## src/sv/itoa_pkg.sv

```systemverilog
// Types, codes and character helpers shared by the integer to ASCII formatter.
// No dependencies.
`timescale 1ns / 1ps

package itoa_pkg;

    localparam logic [2:0] ACT_SDEC = 3'd0;
    localparam logic [2:0] ACT_UDEC = 3'd1;
    localparam logic [2:0] ACT_HEXL = 3'd2;
    localparam logic [2:0] ACT_HEXU = 3'd3;
    localparam logic [2:0] ACT_PTR  = 3'd4;

    localparam int Q_DEPTH = 2;
    localparam int Q_AW    = $clog2(Q_DEPTH);

    localparam logic [7:0] CH_ZERO  = 8'h30;
    localparam logic [7:0] CH_LA    = 8'h61;
    localparam logic [7:0] CH_UA    = 8'h41;
    localparam logic [7:0] CH_MINUS = 8'h2d;
    localparam logic [7:0] CH_X     = 8'h78;

    typedef enum logic [1:0] {
        K_DEC = 2'd0,
        K_HEX = 2'd1,
        K_PTR = 2'd2,
        K_NIL = 2'd3
    } t_kind;

    typedef struct packed {
        logic [2:0]  action;
        logic [63:0] value;
    } t_cmd;

    typedef struct packed {
        logic [7:0] char_code;
        logic       last;
    } t_res;

    typedef struct packed {
        t_kind       kind;
        logic        neg;
        logic        upper;
        logic [63:0] mag;
    } t_job;

    typedef struct packed {
        logic full;
        logic empty;
    } t_qstat;

    function automatic logic [7:0] hex_char(input logic [3:0] nib, input logic upper);
        logic [7:0] c;
        if (nib < 4'd10) begin
            c = CH_ZERO + {4'd0, nib};
        end else if (upper) begin
            c = CH_UA + {4'd0, nib} - 8'd10;
        end else begin
            c = CH_LA + {4'd0, nib} - 8'd10;
        end
        return c;
    endfunction

    function automatic logic [7:0] nil_char(input logic [2:0] idx);
        logic [7:0] c;
        case (idx)
            3'd0:    c = 8'h28;
            3'd1:    c = 8'h6e;
            3'd2:    c = 8'h69;
            3'd3:    c = 8'h6c;
            default: c = 8'h29;
        endcase
        return c;
    endfunction

endpackage

```

## src/sv/itoa_front.sv

```systemverilog
// Front end: accepts a command word, decodes the format and prepares the magnitude.
// Depends on itoa_pkg.
`timescale 1ns / 1ps

module itoa_front (
    input  logic            start,
    input  itoa_pkg::t_cmd  i_cmd,
    input  itoa_pkg::t_qstat i_qstat,
    output logic            o_push,
    output itoa_pkg::t_job  o_job
);
    import itoa_pkg::*;

    logic [31:0] low;
    logic        take;

    assign low  = i_cmd.value[31:0];
    assign take = start & ~i_qstat.full;

    always_comb begin
        o_push      = 1'b0;
        o_job.kind  = K_DEC;
        o_job.neg   = 1'b0;
        o_job.upper = 1'b0;
        o_job.mag   = {32'd0, low};
        case (i_cmd.action)
            ACT_SDEC: begin
                o_push    = take;
                o_job.neg = low[31];
                o_job.mag = {32'd0, low[31] ? (32'd0 - low) : low};
            end
            ACT_UDEC: begin
                o_push = take;
            end
            ACT_HEXL: begin
                o_push     = take;
                o_job.kind = K_HEX;
            end
            ACT_HEXU: begin
                o_push      = take;
                o_job.kind  = K_HEX;
                o_job.upper = 1'b1;
            end
            ACT_PTR: begin
                o_push     = take;
                o_job.kind = (i_cmd.value == 64'd0) ? K_NIL : K_PTR;
                o_job.mag  = i_cmd.value;
            end
            default: begin
                o_push = 1'b0;
            end
        endcase
    end

endmodule

```

## src/sv/itoa_queue.sv

```systemverilog
// Short job queue between the front end and the back end.
// Depends on itoa_pkg.
`timescale 1ns / 1ps

module itoa_queue (
    input  logic             i_clk,
    input  logic             i_rst_n,
    input  logic             i_push,
    input  itoa_pkg::t_job   i_job,
    input  logic             i_pop,
    output itoa_pkg::t_job   o_job,
    output itoa_pkg::t_qstat o_qstat
);
    import itoa_pkg::*;

    localparam logic [Q_AW:0] DEPTH = (Q_AW + 1)'(Q_DEPTH);

    t_job            r_mem [Q_DEPTH];
    logic [Q_AW-1:0] r_wp, n_wp, r_rp, n_rp;
    logic [Q_AW:0]   r_cnt, n_cnt;
    logic            do_push, do_pop;

    assign o_qstat.full  = (r_cnt == DEPTH);
    assign o_qstat.empty = (r_cnt == '0);
    assign do_push = i_push & ~o_qstat.full;
    assign do_pop  = i_pop & ~o_qstat.empty;
    assign o_job   = r_mem[r_rp];

    always_comb begin
        n_wp  = do_push ? r_wp + 1'b1 : r_wp;
        n_rp  = do_pop ? r_rp + 1'b1 : r_rp;
        n_cnt = r_cnt + {{Q_AW{1'b0}}, do_push} - {{Q_AW{1'b0}}, do_pop};
    end

    always_ff @(posedge i_clk) begin
        if (!i_rst_n) begin
            r_wp  <= '0;
            r_rp  <= '0;
            r_cnt <= '0;
        end else begin
            r_wp  <= n_wp;
            r_rp  <= n_rp;
            r_cnt <= n_cnt;
        end
    end

    always_ff @(posedge i_clk) begin
        if (do_push) begin
            r_mem[r_wp] <= i_job;
        end
    end

endmodule

```

## src/sv/itoa_back.sv

```systemverilog
// Back end: binary to BCD conversion, leading zero skip and character output.
// Depends on itoa_pkg.
`timescale 1ns / 1ps

module itoa_back (
    input  logic             i_clk,
    input  logic             i_rst_n,
    input  itoa_pkg::t_job   i_job,
    input  itoa_pkg::t_qstat i_qstat,
    output logic             o_pop,
    output logic             o_strobe,
    output itoa_pkg::t_res   o_res
);
    import itoa_pkg::*;

    typedef enum logic [5:0] {
        S_IDLE = 6'b000001,
        S_CONV = 6'b000010,
        S_SKIP = 6'b000100,
        S_PFX  = 6'b001000,
        S_DIG  = 6'b010000,
        S_NIL  = 6'b100000
    } t_state;

    typedef enum logic [1:0] {
        P_NONE  = 2'd0,
        P_MINUS = 2'd1,
        P_HEX   = 2'd2
    } t_pfx;

    t_state      r_state, n_state;
    t_pfx        r_pfx, n_pfx;
    logic        r_upper, n_upper;
    logic [63:0] r_dig, n_dig;
    logic [39:0] r_bcd, n_bcd;
    logic [39:0] adj;
    logic [4:0]  r_cnt, n_cnt;
    logic [4:0]  r_left, n_left;
    logic [2:0]  r_idx, n_idx;
    logic        r_strobe, n_strobe;
    t_res        r_res, n_res;

    always_comb begin
        for (int d = 0; d < 10; d++) begin
            adj[d*4 +: 4] = (r_bcd[d*4 +: 4] >= 4'd5) ? r_bcd[d*4 +: 4] + 4'd3
                                                      : r_bcd[d*4 +: 4];
        end
    end

    assign o_pop = (r_state == S_IDLE) & ~i_qstat.empty;

    always_comb begin
        n_state       = r_state;
        n_pfx         = r_pfx;
        n_upper       = r_upper;
        n_dig         = r_dig;
        n_bcd         = r_bcd;
        n_cnt         = r_cnt;
        n_left        = r_left;
        n_idx         = r_idx;
        n_strobe      = 1'b0;
        n_res.char_code = hex_char(r_dig[63:60], r_upper);
        n_res.last    = 1'b0;
        case (r_state)
            S_IDLE: begin
                if (!i_qstat.empty) begin
                    n_upper = i_job.upper;
                    n_idx   = '0;
                    n_cnt   = '0;
                    n_bcd   = '0;
                    case (i_job.kind)
                        K_DEC: begin
                            n_dig   = {i_job.mag[31:0], 32'd0};
                            n_pfx   = i_job.neg ? P_MINUS : P_NONE;
                            n_state = S_CONV;
                        end
                        K_HEX: begin
                            n_dig   = {i_job.mag[31:0], 32'd0};
                            n_left  = 5'd8;
                            n_pfx   = P_NONE;
                            n_state = S_SKIP;
                        end
                        K_PTR: begin
                            n_dig   = i_job.mag;
                            n_left  = 5'd16;
                            n_pfx   = P_HEX;
                            n_state = S_SKIP;
                        end
                        default: begin
                            n_state = S_NIL;
                        end
                    endcase
                end
            end
            S_CONV: begin
                n_bcd = {adj[38:0], r_dig[63]};
                n_dig = {r_dig[62:0], 1'b0};
                n_cnt = r_cnt + 5'd1;
                if (r_cnt == 5'd31) begin
                    n_dig   = {adj[38:0], r_dig[63], 24'd0};
                    n_left  = 5'd10;
                    n_state = S_SKIP;
                end
            end
            S_SKIP: begin
                if (r_dig[63:60] == 4'd0 && r_left != 5'd1) begin
                    n_dig  = {r_dig[59:0], 4'd0};
                    n_left = r_left - 5'd1;
                end else begin
                    n_state = (r_pfx == P_NONE) ? S_DIG : S_PFX;
                end
            end
            S_PFX: begin
                n_strobe = 1'b1;
                if (r_pfx == P_MINUS) begin
                    n_res.char_code = CH_MINUS;
                    n_state = S_DIG;
                end else if (r_idx == 3'd0) begin
                    n_res.char_code = CH_ZERO;
                    n_idx = 3'd1;
                end else begin
                    n_res.char_code = CH_X;
                    n_state = S_DIG;
                end
            end
            S_DIG: begin
                n_strobe   = 1'b1;
                n_res.last = (r_left == 5'd1);
                n_dig      = {r_dig[59:0], 4'd0};
                n_left     = r_left - 5'd1;
                if (r_left == 5'd1) begin
                    n_state = S_IDLE;
                end
            end
            S_NIL: begin
                n_strobe        = 1'b1;
                n_res.char_code = nil_char(r_idx);
                n_res.last      = (r_idx == 3'd4);
                n_idx           = r_idx + 3'd1;
                if (r_idx == 3'd4) begin
                    n_state = S_IDLE;
                end
            end
            default: begin
                n_state = S_IDLE;
            end
        endcase
    end

    always_ff @(posedge i_clk) begin
        if (!i_rst_n) begin
            r_state  <= S_IDLE;
            r_strobe <= 1'b0;
        end else begin
            r_state  <= n_state;
            r_strobe <= n_strobe;
        end
    end

    always_ff @(posedge i_clk) begin
        r_pfx   <= n_pfx;
        r_upper <= n_upper;
        r_dig   <= n_dig;
        r_bcd   <= n_bcd;
        r_cnt   <= n_cnt;
        r_left  <= n_left;
        r_idx   <= n_idx;
        r_res   <= n_res;
    end

    assign o_strobe = r_strobe;
    assign o_res    = r_res;

endmodule

```

## src/sv/integer_to_ascii_formatter.sv

```systemverilog
// Top level of the integer to ASCII formatter: front end, job queue, back end.
// Depends on itoa_pkg, itoa_front, itoa_queue and itoa_back.
`timescale 1ns / 1ps

// A command word (format and value) is taken when start is high and busy is low;
// up to two words queue ahead of the converter. Each character leaves on o_res
// for one cycle with o_strobe high, and the receiver must take it then. Decimal
// words pass through the shift-and-add-3 conversion loop, then suppressed leading
// zeros are skipped, a minus sign goes out if the value is negative, and the
// digits follow. Hex and pointer words skip the conversion; pointers get a "0x"
// prefix and a zero pointer prints "(nil)".
// Unused format codes are dropped with no output.
module integer_to_ascii_formatter (
    input  logic           i_clk,
    input  logic           i_rst_n,
    input  logic           start,
    output logic           busy,
    input  itoa_pkg::t_cmd i_cmd,
    output logic           o_strobe,
    output itoa_pkg::t_res o_res
);
    import itoa_pkg::*;

    t_qstat qstat;
    t_job   push_job, pop_job;
    logic   push, pop;

    assign busy = qstat.full;

    itoa_front u_front (
        .start   (start),
        .i_cmd   (i_cmd),
        .i_qstat (qstat),
        .o_push  (push),
        .o_job   (push_job)
    );

    itoa_queue u_queue (
        .i_clk   (i_clk),
        .i_rst_n (i_rst_n),
        .i_push  (push),
        .i_job   (push_job),
        .i_pop   (pop),
        .o_job   (pop_job),
        .o_qstat (qstat)
    );

    itoa_back u_back (
        .i_clk    (i_clk),
        .i_rst_n  (i_rst_n),
        .i_job    (pop_job),
        .i_qstat  (qstat),
        .o_pop    (pop),
        .o_strobe (o_strobe),
        .o_res    (o_res)
    );

endmodule

```

## config.mk

```make
export PLATFORM = sky130hd
export DESIGN_NAME = integer_to_ascii_formatter
export DESIGN_NICKNAME = d
export VERILOG_FILES = /design/src/sv/itoa_pkg.sv /design/src/sv/itoa_front.sv /design/src/sv/itoa_queue.sv /design/src/sv/itoa_back.sv /design/src/sv/integer_to_ascii_formatter.sv
export SDC_FILE = /design/constraint.sdc
export NUM_CORES = 1
export LEC_CHECK = 0
export ABC_AREA = 1
export BUFFER_PORTS_ARGS = -buffer_cell sky130_fd_sc_hd__buf_2
export CAP_MARGIN = 30
export CORE_ASPECT_RATIO = 0.5
export CORE_MARGIN = 2
export CORE_UTILIZATION = 47
export CTS_BUF_LIST = sky130_fd_sc_hd__clkbuf_8 sky130_fd_sc_hd__clkbuf_16
export CTS_CLUSTER_DIAMETER = 30
export DETAILED_ROUTE_END_ITERATION = 16
export PLACE_DENSITY_LB_ADDON = 0.3
export SYNTH_ARGS = -nofsm -noshare
export SYNTH_HDL_FRONTEND = slang
export SYNTH_HIERARCHICAL = 1
export SYNTH_SLANG_ARGS = --single-unit
```

## constraint.sdc

```tcl
create_clock -name i_clk -period 6.6 [get_ports i_clk]
set_clock_uncertainty 0.2 [all_clocks]
set_input_delay 1.32 -clock i_clk [delete_from_list [all_inputs] [get_ports i_clk]]
set_output_delay 1.32 -clock i_clk [all_outputs]
set_load 0.01 [all_outputs]
```

==> results of run 1 <==
==> placed cells by master (no fill, tap or decap), drive strengths merged <==
| master | synthesis | final |
|---|---|---|
| nand2 | 437 | 437 |
| edfxtp | 256 | 256 |
| inv | 206 | 213 |
| nor2 | 185 | 185 |
| nand3 | 125 | 125 |
| buf | 39 | 88 |
| mux2 | 68 | 68 |
| o21ai | 64 | 64 |
| clkbuf | 13 | 43 |
| ha | 40 | 40 |
| xor2 | 32 | 32 |
| nand4 | 21 | 21 |
| a21oi | 21 | 21 |
| dfxtp | 20 | 20 |
| clkinv | 0 | 18 |
| o22ai | 13 | 13 |
| nor3 | 10 | 10 |
| bufinv | 0 | 6 |
| o211ai | 6 | 6 |
| or2 | 6 | 6 |
| xnor2 | 5 | 5 |
| and2 | 3 | 3 |
| nand3b | 2 | 2 |
| nor3b | 2 | 2 |
| clkinvlp | 0 | 1 |
| o311ai | 1 | 1 |
| a21o | 1 | 1 |
| a31oi | 1 | 1 |
| and3 | 1 | 1 |
| conb | 1 | 1 |
==> state kept, by name, indices dropped and copies added (netlist names), named ones only <==
name / flops
u_queue/r_mem: 136
u_back/r_left: 5
u_back/r_bcd: 40
u_back/r_pfx: 2
u_back/o_strobe: 1
u_back/r_state: 6
u_back/r_dig: 64
u_queue/r_rp: 1
u_back/r_cnt: 5
u_queue/r_cnt: 2
u_back/r_idx: 3
u_back/o_res: 8
u_back/r_upper: 1
u_queue/r_wp: 1
==> worst reg2reg max path, stage by stage, from the launching register on <==
cell and delay [ps]:
dfxtp_1 330, nor2_2 230, nand3_1 240, nand2_4 620
o21ai_1 260, nor2_4 820, buf_4 560
==> layout make-up <==
cell class                      instances  area (um^2)
Multi-Input combinational cell       1045         5629
Sequential cell                       276         8092
Timing Repair Buffer                   88        503.0
Inverter                              206        773.2
Fill cell                            2740        13720
Clock inverter                         32        320.3
Tap cell                              423        529.3
Clock buffer                           43         1065
==> worst max-delay path by stage <==
stage                          endpoint  slack [ps]
floorplan           u_queue/r_mem[0][0]        1270
global placement       u_back/r_dig[21]        2640
detailed placement     u_back/r_dig[16]        2590
CTS                    u_back/r_dig[31]        2580
global route           u_back/r_dig[31]        2800
finish                 u_back/r_dig[31]        2980
==> routing by layer <==
metal  track usage, %  vias up  wire [um]
li1                 -     5366          -
met1            32.76     5202      17060
met2            32.53      376      15250
met3            4.661       60       2881
met4            6.536        0        791
met5                0        -          0
==> logic make-up after synthesis <==
logic type	share of synthesized area, %
XOR/XNOR	2.194
AND/OR/NAND/NOR	22.66
buffers and inverters	7.326
multiplexers	5.692
adder cells (fa/ha/maj)	3.388
other	0.02538
flip-flops	54.75
AO/OA/AOI/OAI	3.964
==> per-stage QoR <==
step | setup WS [ps] | area, um^2 | hold slack (ps) | utilization, %
2_1_floorplan | 1270 | 14770 | 216.5 | -
3_3_place_gp | 2644 | 15470 | 299.6 | 50.51
3_5_place_dp | 2586 | 15500 | 288.9 | 50.60
4_1_cts | 2575 | 16880 | 302.7 | 55.12
5_1_grt | 2802 | 16910 | 323.3 | 55.21
6_report | 2976 | 16910 | 305.4 | 55.21
==> power by group through the flow <==
stage | Combinational (mW) | Clock (mW) | Sequential [mW]
global route | 1.94 | 2.29 | 2.84
finish | 1.73 | 2.17 | 2.80
detailed placement | 1.68 | 0 | 2.84
global placement | 1.66 | 0 | 2.83
floorplan | 1.24 | 0 | 2.80
CTS | 1.69 | 2.20 | 2.81
==> qor.yml, run 1 <==
start_util_pct: 48.23
antenna_found_initial: 0
power_frac_clock_pct: 32.4
crit_type: "reg2reg"
die_area_mm2: 0.03295
synth_edf_count: 256
gr-usage-all-layers_pct: 22.06
htreeDepth: 2
clk_pin_slew_ps: 50
yosys.area.top_type: "edfxtp_1"
root_buffer: "clkbuf_16"
p_int_mw: 4.509
cts_setup_buffers: 0
synth_top_area_share_pct: 52.04
end_kind: "flip-flop"
p_leak_nw: 7.465
hold_class: "reg2reg"
num_rows: 45
placed_cells: 2037
drv_slew: 0
layoutNonFillerInstCount: 2113
cts_tree: "built"
min_path_cells: 2
grt_pass1_vias: 10101
drtIter0Drc: 1366
drtPass1Iterations: 5
drc: 0
crit_family: "simple AND/OR/NAND/NOR gates"
drive_above_1_share_pct: 15.50
start_kind: "flip-flop"
netlist_top_cells_count: "nand2_1 (432), edfxtp_1 (256), inv_1 (199)"
ir_worst_vdd_mv: 0.2136
power_density_mw_per_mm2: 396.4
rsz0062_at_grt: "false"
switchingPower_mw: 2.194
arrival_ps: 3590
maxSlewHeadroom_pct: 31.52
critical_path_required_ps: 6570
yosysMostFrequentCell: "nand2_1"
diodes: 0
r2r_end: "u_back/r_dig[31]"
avgSynthCellArea_um2: 9.356
tightestPinTransition_ps: 1025
seq_area_frac_synth_pct: 54.75
setup_tns_ps: 0
core_area_mm2: 0.03063
yosys_warnings: 6
r2r_cells: 6
path_max_fanout: 62
pin_count: 81
worst-path-stages: 6
ant_nets: 0
fin_crit_ps: 3624
cap_violations: 0
wirelength_mm: 35.98
grt_max_degree: 69
p_total_mw: 6.703
synth-seq-cells: 276
synth_cells: 1579
pwr-share-comb_pct: 25.9
cts_sinks: 276
syn-num-nets: 1689
clk_latency_ps: 530
nNetsFinal: 1768
timing.critical_path.buf_inv: 1
portBuffers: 79
max_clock_freq_mhz: 276.0
seqPwrFrac_pct: 41.7
critPathSlowestCell: "nor2_4"
yosys-top-cells-area: "edfxtp_1 (52%), nand2_1 (11%), inv_1 (5.1%)"
overflow: 0
r2r_slack_ps: 2980
hold_violations: 0
clk_path_buf_depth: 3
numCtsBuffers: 41
async_flop_share_pct: 0
hpwl_mm: 25.26
ys_types: 44
die_h_um: 129.4
status: "complete, no violations"
setup_viol: 0
wl_per_cell_um: 17.03
path_cells: "nor2_2, nand3_1, nand2_4, o21ai_1, nor2_4, buf_4"
timing.critical_path.from: "u_back/r_state[0]"
p_sw_share_pct: 32.74
critPathMaxStageDelay_ps: 820
min_period_over_period_pct: 54.90
gp_congestion: 0.9012
timing.rr.start: "u_back/r_state[0]"
min_from: "u_queue/r_rp"
die-width_um: 254.7
synth_area_mm2: 0.01477
via_per_inst: 5.208
cts_hold_buf: 0
ys.flop_type: "edfxtp_1"
grt_pass1_wl_mm: 55.58
post_cts_resize_count: 0
vias: 11004
area_delta_synth_final_pct: 14.47
Note: power is estimated with default switching activity, not from simulation.
==> run 2, diff against run 1 <==
--- a/config.mk
+++ b/config.mk
@@ -5,7 +5,7 @@
 export SDC_FILE = /design/constraint.sdc
 export NUM_CORES = 1
 export LEC_CHECK = 0
-export ABC_AREA = 1
+export ABC_AREA = 0
 export BUFFER_PORTS_ARGS = -buffer_cell sky130_fd_sc_hd__buf_2
 export CAP_MARGIN = 30
 export CORE_ASPECT_RATIO = 0.5
==> constraint.sdc (replaced) <==
create_clock -name i_clk -period 3.5 [get_ports i_clk]
set_clock_uncertainty 0.2 [all_clocks]
set_input_delay 0.7 -clock i_clk [delete_from_list [all_inputs] [get_ports i_clk]]
set_output_delay 0.7 -clock i_clk [all_outputs]
set_load 0.01 [all_outputs]
==> run 2 against run 1 <==
Critical endpoint is now u_queue/r_cnt[1]. Combinational power increased by 110%. Sequential share of layout area increased by 2.2 points. Cell count decreased by 23%. Register-to-register slack got worse by 2500 ps. Sequential power increased by 94%. Routed wire length decreased by 6.7%. Critical path type unchanged. Fmax increased by 18%. Sequential cell count unchanged. Largest power group unchanged. Critical path depth increased by 5.
==> qor.yml, run 2 <==
final_common_cell: "edfxtp_1"
rsz0062_at_grt: "false"
grt_max_degree: 79
final_cell_mix: "edfxtp_1 (256), nor2_1 (81), buf_2 (79)"
regArea_mm2: 0.008092
drive_above_1_share_pct: 20.48
netlist_top_cells_count: "edfxtp_1 (256), nor2_1 (83), inv_1 (60)"
synth_edf_count: 256
ant_nets: 0
vias: 9588
num_rows: 44
hold_violations: 0
r2r_cells: 11
crit_type: "reg2reg"
end_kind: "flip-flop"
clk_pin_slew_ps: 60
yosys.area.top_type: "edfxtp_1"
cap_violations: 0
finalCoreUtilization_pct: 55.55
status: "complete, no violations"
timing.critical_path.buf_inv: 2
cts_tree: "built"
die_area_mm2: 0.03124
crit_family: "simple AND/OR/NAND/NOR gates"
die-width_um: 248.0
reg_top3: "u_queue/r_mem x136, u_back/r_dig x64, u_back/r_bcd x40"
largest_register_ffs: 136
cts_hold_buf: 0
synth-seq-cells: 276
tightestPinTransition_ps: 691.9
diodes: 0
numCtsBuffers: 37
power_density_mw_per_mm2: 803.5
grt_pass1_wl_mm: 53.28
p_leak_nw: 6.035
pin_count: 81
hold_class: "in2reg"
nNetsFinal: 1330
yosys-top-cells-area: "edfxtp_1 (55%), mux2_2 (3.9%), ha_1 (3.6%)"
cts_sinks: 276
htreeDepth: 2
grt_pass1_vias: 9549
setup_viol: 0
gr-usage-all-layers_pct: 21.91
min_to: "u_queue/r_mem[1][0]"
ys_types: 70
seq_area_frac_synth_pct: 57.83
r2r_end: "u_queue/r_cnt[1]"
critPathMaxStageDelay_ps: 600
post_cts_resize_count: 0
antenna_found_initial: 0
r2r_slack_ps: 440
regMostFlops: "u_queue/r_mem"
root_buffer: "clkbuf_16"
gp_congestion: 0.8823
multi_input_area_mm2: 0.005405
drtPass1Iterations: 6
overflow: 0
fin_crit_ps: 3059
arrival_ps: 3270
min_path_cells: 1
async_flop_share_pct: 0
drc: 0
critPathSlowestCell: "nor4_1"
syn-num-nets: 1247
max_clock_freq_mhz: 326.9
hpwl_mm: 23.30
path_cells: "nor4_1, nand3b_1, or2_2, inv_1, o21a_1, ha_1, inv_1, ha_1, xor2_1, and2_1, nor3_1"
core_area_mm2: 0.02912
avgSynthCellArea_um2: 12.30
nFillCells: 2370
min_period_over_period_pct: 87.40
portBuffers: 79
worst_hold_slack_ps: 207.2
drv_slew: 0
critical_path_required_ps: 3710
die_h_um: 126.0
wl_per_cell_um: 20.53
setup_tns_ps: 0
yosys_warnings: 6
path_max_fanout: 7
clk_path_buf_depth: 3
start_util_pct: 48.02
synth_area_mm2: 0.01399
clk_latency_ps: 540
ys.flop_type: "edfxtp_1"
ir_worst_vdd_mv: 0.4485
synth_cells: 1137
timing.rr.start: "u_back/r_state[1]"
cts_setup_buffers: 0
min_from: "i_cmd[0]"
wirelength_mm: 33.58
via_per_inst: 5.861
start_kind: "flip-flop"
maxSlewHeadroom_pct: 53.22
drtIter0Drc: 1195
yosysMostFrequentCell: "edfxtp_1"
synth_top_area_share_pct: 54.97
area_delta_synth_final_pct: 15.66
-- run 2: kinds of logic (layout without fill, tap and decap cells) --
group,count (synthesis),in the layout,share of synthesized area (%)
other cells,1,1,0.02681
compound gates,230,230,11.42
fa+ha+maj,40,40,3.578
buf+inv,120,228,3.731
mux,94,94,7.873
flops,276,276,57.83
xor+xnor,48,48,3.006
simple gates,328,328,12.53
-- run 2: metal layers --
layer / global-route usage (%) / vias up / part of all wire, %
li1: - / 4485 / -
met1: 32.59 / 4700 / 45
met2: 32.79 / 364 / 44
met3: 4.902 / 39 / 9.4
met4: 4.861 / 0 / 1.5
met5: 0 / - / 0
-- run 2: report_power, final --
group          switching, mW  leakage, nW  total (mW)  internal (mW)
Clock                   1.52        0.633        3.91           2.39
Combinational           2.22         2.83        3.66           1.43
Sequential             0.582         2.57        5.43           4.85
Total                   4.33         6.03        13.0           8.67
-- run 2: how the worst max path moves through the flow --
stage | endpoint | from | cells after the start | slack (ps)
6_report | u_queue/r_cnt[1] | u_back/r_state[1] | 11 | 440
2_1_floorplan | u_queue/r_mem[0][0] | i_cmd[65] | 4 | 5
4_1_cts | u_queue/r_cnt[1] | u_back/r_state[1] | 11 | 490
5_1_grt | u_queue/r_cnt[1] | u_back/r_state[1] | 11 | 160
3_3_place_gp | u_queue/r_mem[1][26] | i_cmd[1] | 7 | 520
3_5_place_dp | u_queue/r_mem[1][20] | i_cmd[0] | 7 | 440
-- run 2: per-stage QoR --
step | setup WS, ps | instance area [um^2] | std cells | power [mW]
2_1_floorplan | 5.207 | 13990 | 1137 | 7.832
3_3_place_gp | 517.0 | 14900 | 1572 | 8.910
3_5_place_dp | 440.1 | 14900 | 1572 | 9.080
4_1_cts | 492.8 | 16180 | 1636 | 13.03
5_1_grt | 164.8 | 16180 | 1636 | 13.67
6_report | 441.1 | 16180 | 1636 | 13.00
-- run 2: layout make-up --
type / count / share of cell area, %
sequential: 276 / 50.02
inverter: 61 / 1.415
clock buffer: 38 / 5.878
tap: 391 / 3.024
timing repair buffer: 103 / 4.254
clock inverter: 26 / 1.996
multi-input combinational: 741 / 33.41
==> run 3, diff against run 2 <==
--- a/config.mk
+++ b/config.mk
@@ -5,7 +5,7 @@
 export SDC_FILE = /design/constraint.sdc
 export NUM_CORES = 1
 export LEC_CHECK = 0
-export ABC_AREA = 0
+export ABC_AREA = 1
 export BUFFER_PORTS_ARGS = -buffer_cell sky130_fd_sc_hd__buf_2
 export CAP_MARGIN = 30
 export CORE_ASPECT_RATIO = 0.5
==> run 3 against run 2 <==
Die area rose by 5.5%. Routed wire length is 2.9% higher. Sequential share of layout area fell by 2.8 points. Cell count grew 30%. Sequential power decreased by 3%. Combinational power fell by 9.6%. Highest routed layer unchanged. Clock-buffer cell count grew 11. Power grew 0.28%. Worst hold slack worse by 13 ps.
==> qor.yml, run 3 (same netlist as run 1, synthesis figures left out) <==
timing.critical_path.from: "u_back/r_cnt[0]"
placed_cells: 2043
min_period_over_period_pct: 84.49
ir_worst_vdd_mv: 0.5164
die_h_um: 129.4
end_kind: "flip-flop"
start_kind: "flip-flop"
ant_nets: 0
final_cell_mix: "nand2_1 (432), edfxtp_1 (256), inv_1 (199)"
post_cts_resize_count: 0
timing.rr.start: "u_back/r_cnt[0]"
clk_pin_slew_ps: 50
core_area_mm2: 0.03063
setup_tns_ps: 0
layoutNonFillerInstCount: 2121
die-width_um: 254.7
pin_count: 81
wl_per_cell_um: 16.29
route.met2.wl_mm: 15.48
maxSlewHeadroom_pct: 37.32
portBuffers: 79
p_leak_nw: 7.537
setup_viol: 0
start_util_pct: 48.23
max_clock_freq_mhz: 338.2
nNetsFinal: 1776
root_buffer: "clkbuf_16"
cts_sinks: 276
power_frac_clock_pct: 34.3
crit_type: "reg2reg"
vias: 11024
status: "complete, no violations"
cts_hold_buf: 0
fin_crit_ps: 2957
worstSetupEndpoint: "u_back/r_dig[51]"
hold_violations: 0
clk_latency_ps: 530
wirelength_mm: 34.55
arrival_ps: 3110
drtIter0Drc: 1089
via_per_inst: 5.198
rsz0062_at_grt: "false"
seqPwrFrac_pct: 40.3
path_max_fanout: 35
switchingPower_mw: 4.196
post-place-ws_ps: 534.3
final_common_cell: "nand2_1"
reg_top3: "u_queue/r_mem x136, u_back/r_dig x64, u_back/r_bcd x40"
hold_class: "in2reg"
clk_path_buf_depth: 3
drtPass1Iterations: 5
diodes: 0
grt_max_degree: 69
worst_hold_slack_ps: 194.1
antenna_found_initial: 0
cts_tree: "built"
r2r_cells: 9
r2r_slack_ps: 540
grt_pass1_vias: 10371
gr-usage-all-layers_pct: 21.32
cts_setup_buffers: 0
critical_path_required_ps: 3650
critPathSlowestCell: "inv_2"
dr.max_layer_used: "met4"
numCtsBuffers: 43
overflow: 0
area_delta_synth_final_pct: 16.00
die_area_mm2: 0.03295
path_cells: "ha_1, nand2_1, nor2_1, ha_1, inv_2, nand4_4, inv_2, o22ai_1, o211ai_1"
cap_violations: 0
critPathMaxStageDelay_ps: 620
grt_pass1_wl_mm: 54.52
r2r_end: "u_back/r_dig[51]"
htreeDepth: 2
num_rows: 45
wl_met1_mm: 15.94
power_density_mw_per_mm2: 760.7
gp_congestion: 0.9396
drv_slew: 0
p_sw_share_pct: 32.19
fin_ws_ps: 542.7
largest_register_ffs: 136
wl_met3_mm: 2.389
drc: 0
regMostFlops: "u_queue/r_mem"
tightestPinTransition_ps: 939.2
pwr-share-comb_pct: 25.4
p_int_mw: 8.839
hpwl_mm: 23.79
drive_above_1_share_pct: 16.25
-- run 3: cell count changes in the layout (fill, tap and decap cells not counted), sizes merged, moves of 22 or more --
cell    previous run  this run
nand2             51       437
inv               70       211
nand3             15       125
nor2              83       185
and2              53         3
a21oi             59        21
o21ai             33        64
a222oi            28         0
mux2i             26         0
xnor2             27         5
-- run 3: worst min path at each step --
stage / start / cells past startpoint / slack, ps / to
after floorplan: u_back/r_upper / 1 / 220 / u_back/o_res[6]
after global placement: u_queue/r_rp / 2 / 280 / u_queue/r_rp
after detailed placement: u_queue/r_rp / 2 / 300 / u_queue/r_rp
after CTS: i_cmd[0] / 1 / 170 / u_queue/r_mem[1][0]
after global routing: i_cmd[0] / 1 / 190 / u_queue/r_mem[0][0]
final: i_cmd[0] / 1 / 190 / u_queue/r_mem[1][0]
-- run 3: cell type report --
| cell class | count | area (um^2) |
|---|---|---|
| Sequential cell | 276 | 8092 |
| Fill cell | 2675 | 13490 |
| Clock inverter | 28 | 332.8 |
| Clock buffer | 49 | 1215 |
| Tap cell | 423 | 529.3 |
| Multi-Input combinational cell | 1045 | 5629 |
| Timing Repair Buffer | 94 | 565.5 |
| Inverter | 206 | 773.2 |
-- run 3: power by group through the flow --
stage | combinational (mW) | clock [mW] | sequential, mW
floorplan | 2.36 | 0 | 5.22
global placement | 3.23 | 0 | 5.29
detailed placement | 3.27 | 0 | 5.29
CTS | 3.30 | 4.53 | 5.24
global route | 3.73 | 4.69 | 5.35
finish | 3.31 | 4.47 | 5.25
-- run 3: per-stage QoR --
stage	power, mW	cell area, um^2	util (%)
after detailed placement	8.565	15560	50.80
after global routing	13.76	17140	55.95
after global placement	8.519	15560	50.80
after floorplan	7.574	14790	-
final	13.04	17140	55.95
after CTS	13.08	17110	55.86
-- run 3: worst max-delay path, delay by kind of cell, from the launching register on --
family	cells	cell delay, ps
buf+inv	2	890
simple gates	3	520
fa+ha+maj	2	430
flops	1	410
compound gates	2	340
-- run 3: per-layer routing --
| layer | track usage [%] | up-vias |
|---|---|---|
| met2 | 32.93 | 343 |
| met1 | 30.57 | 5243 |
| met3 | 4.259 | 55 |
| li1 | - | 5383 |
| met4 | 6.433 | 0 |
| met5 | 0 | - |
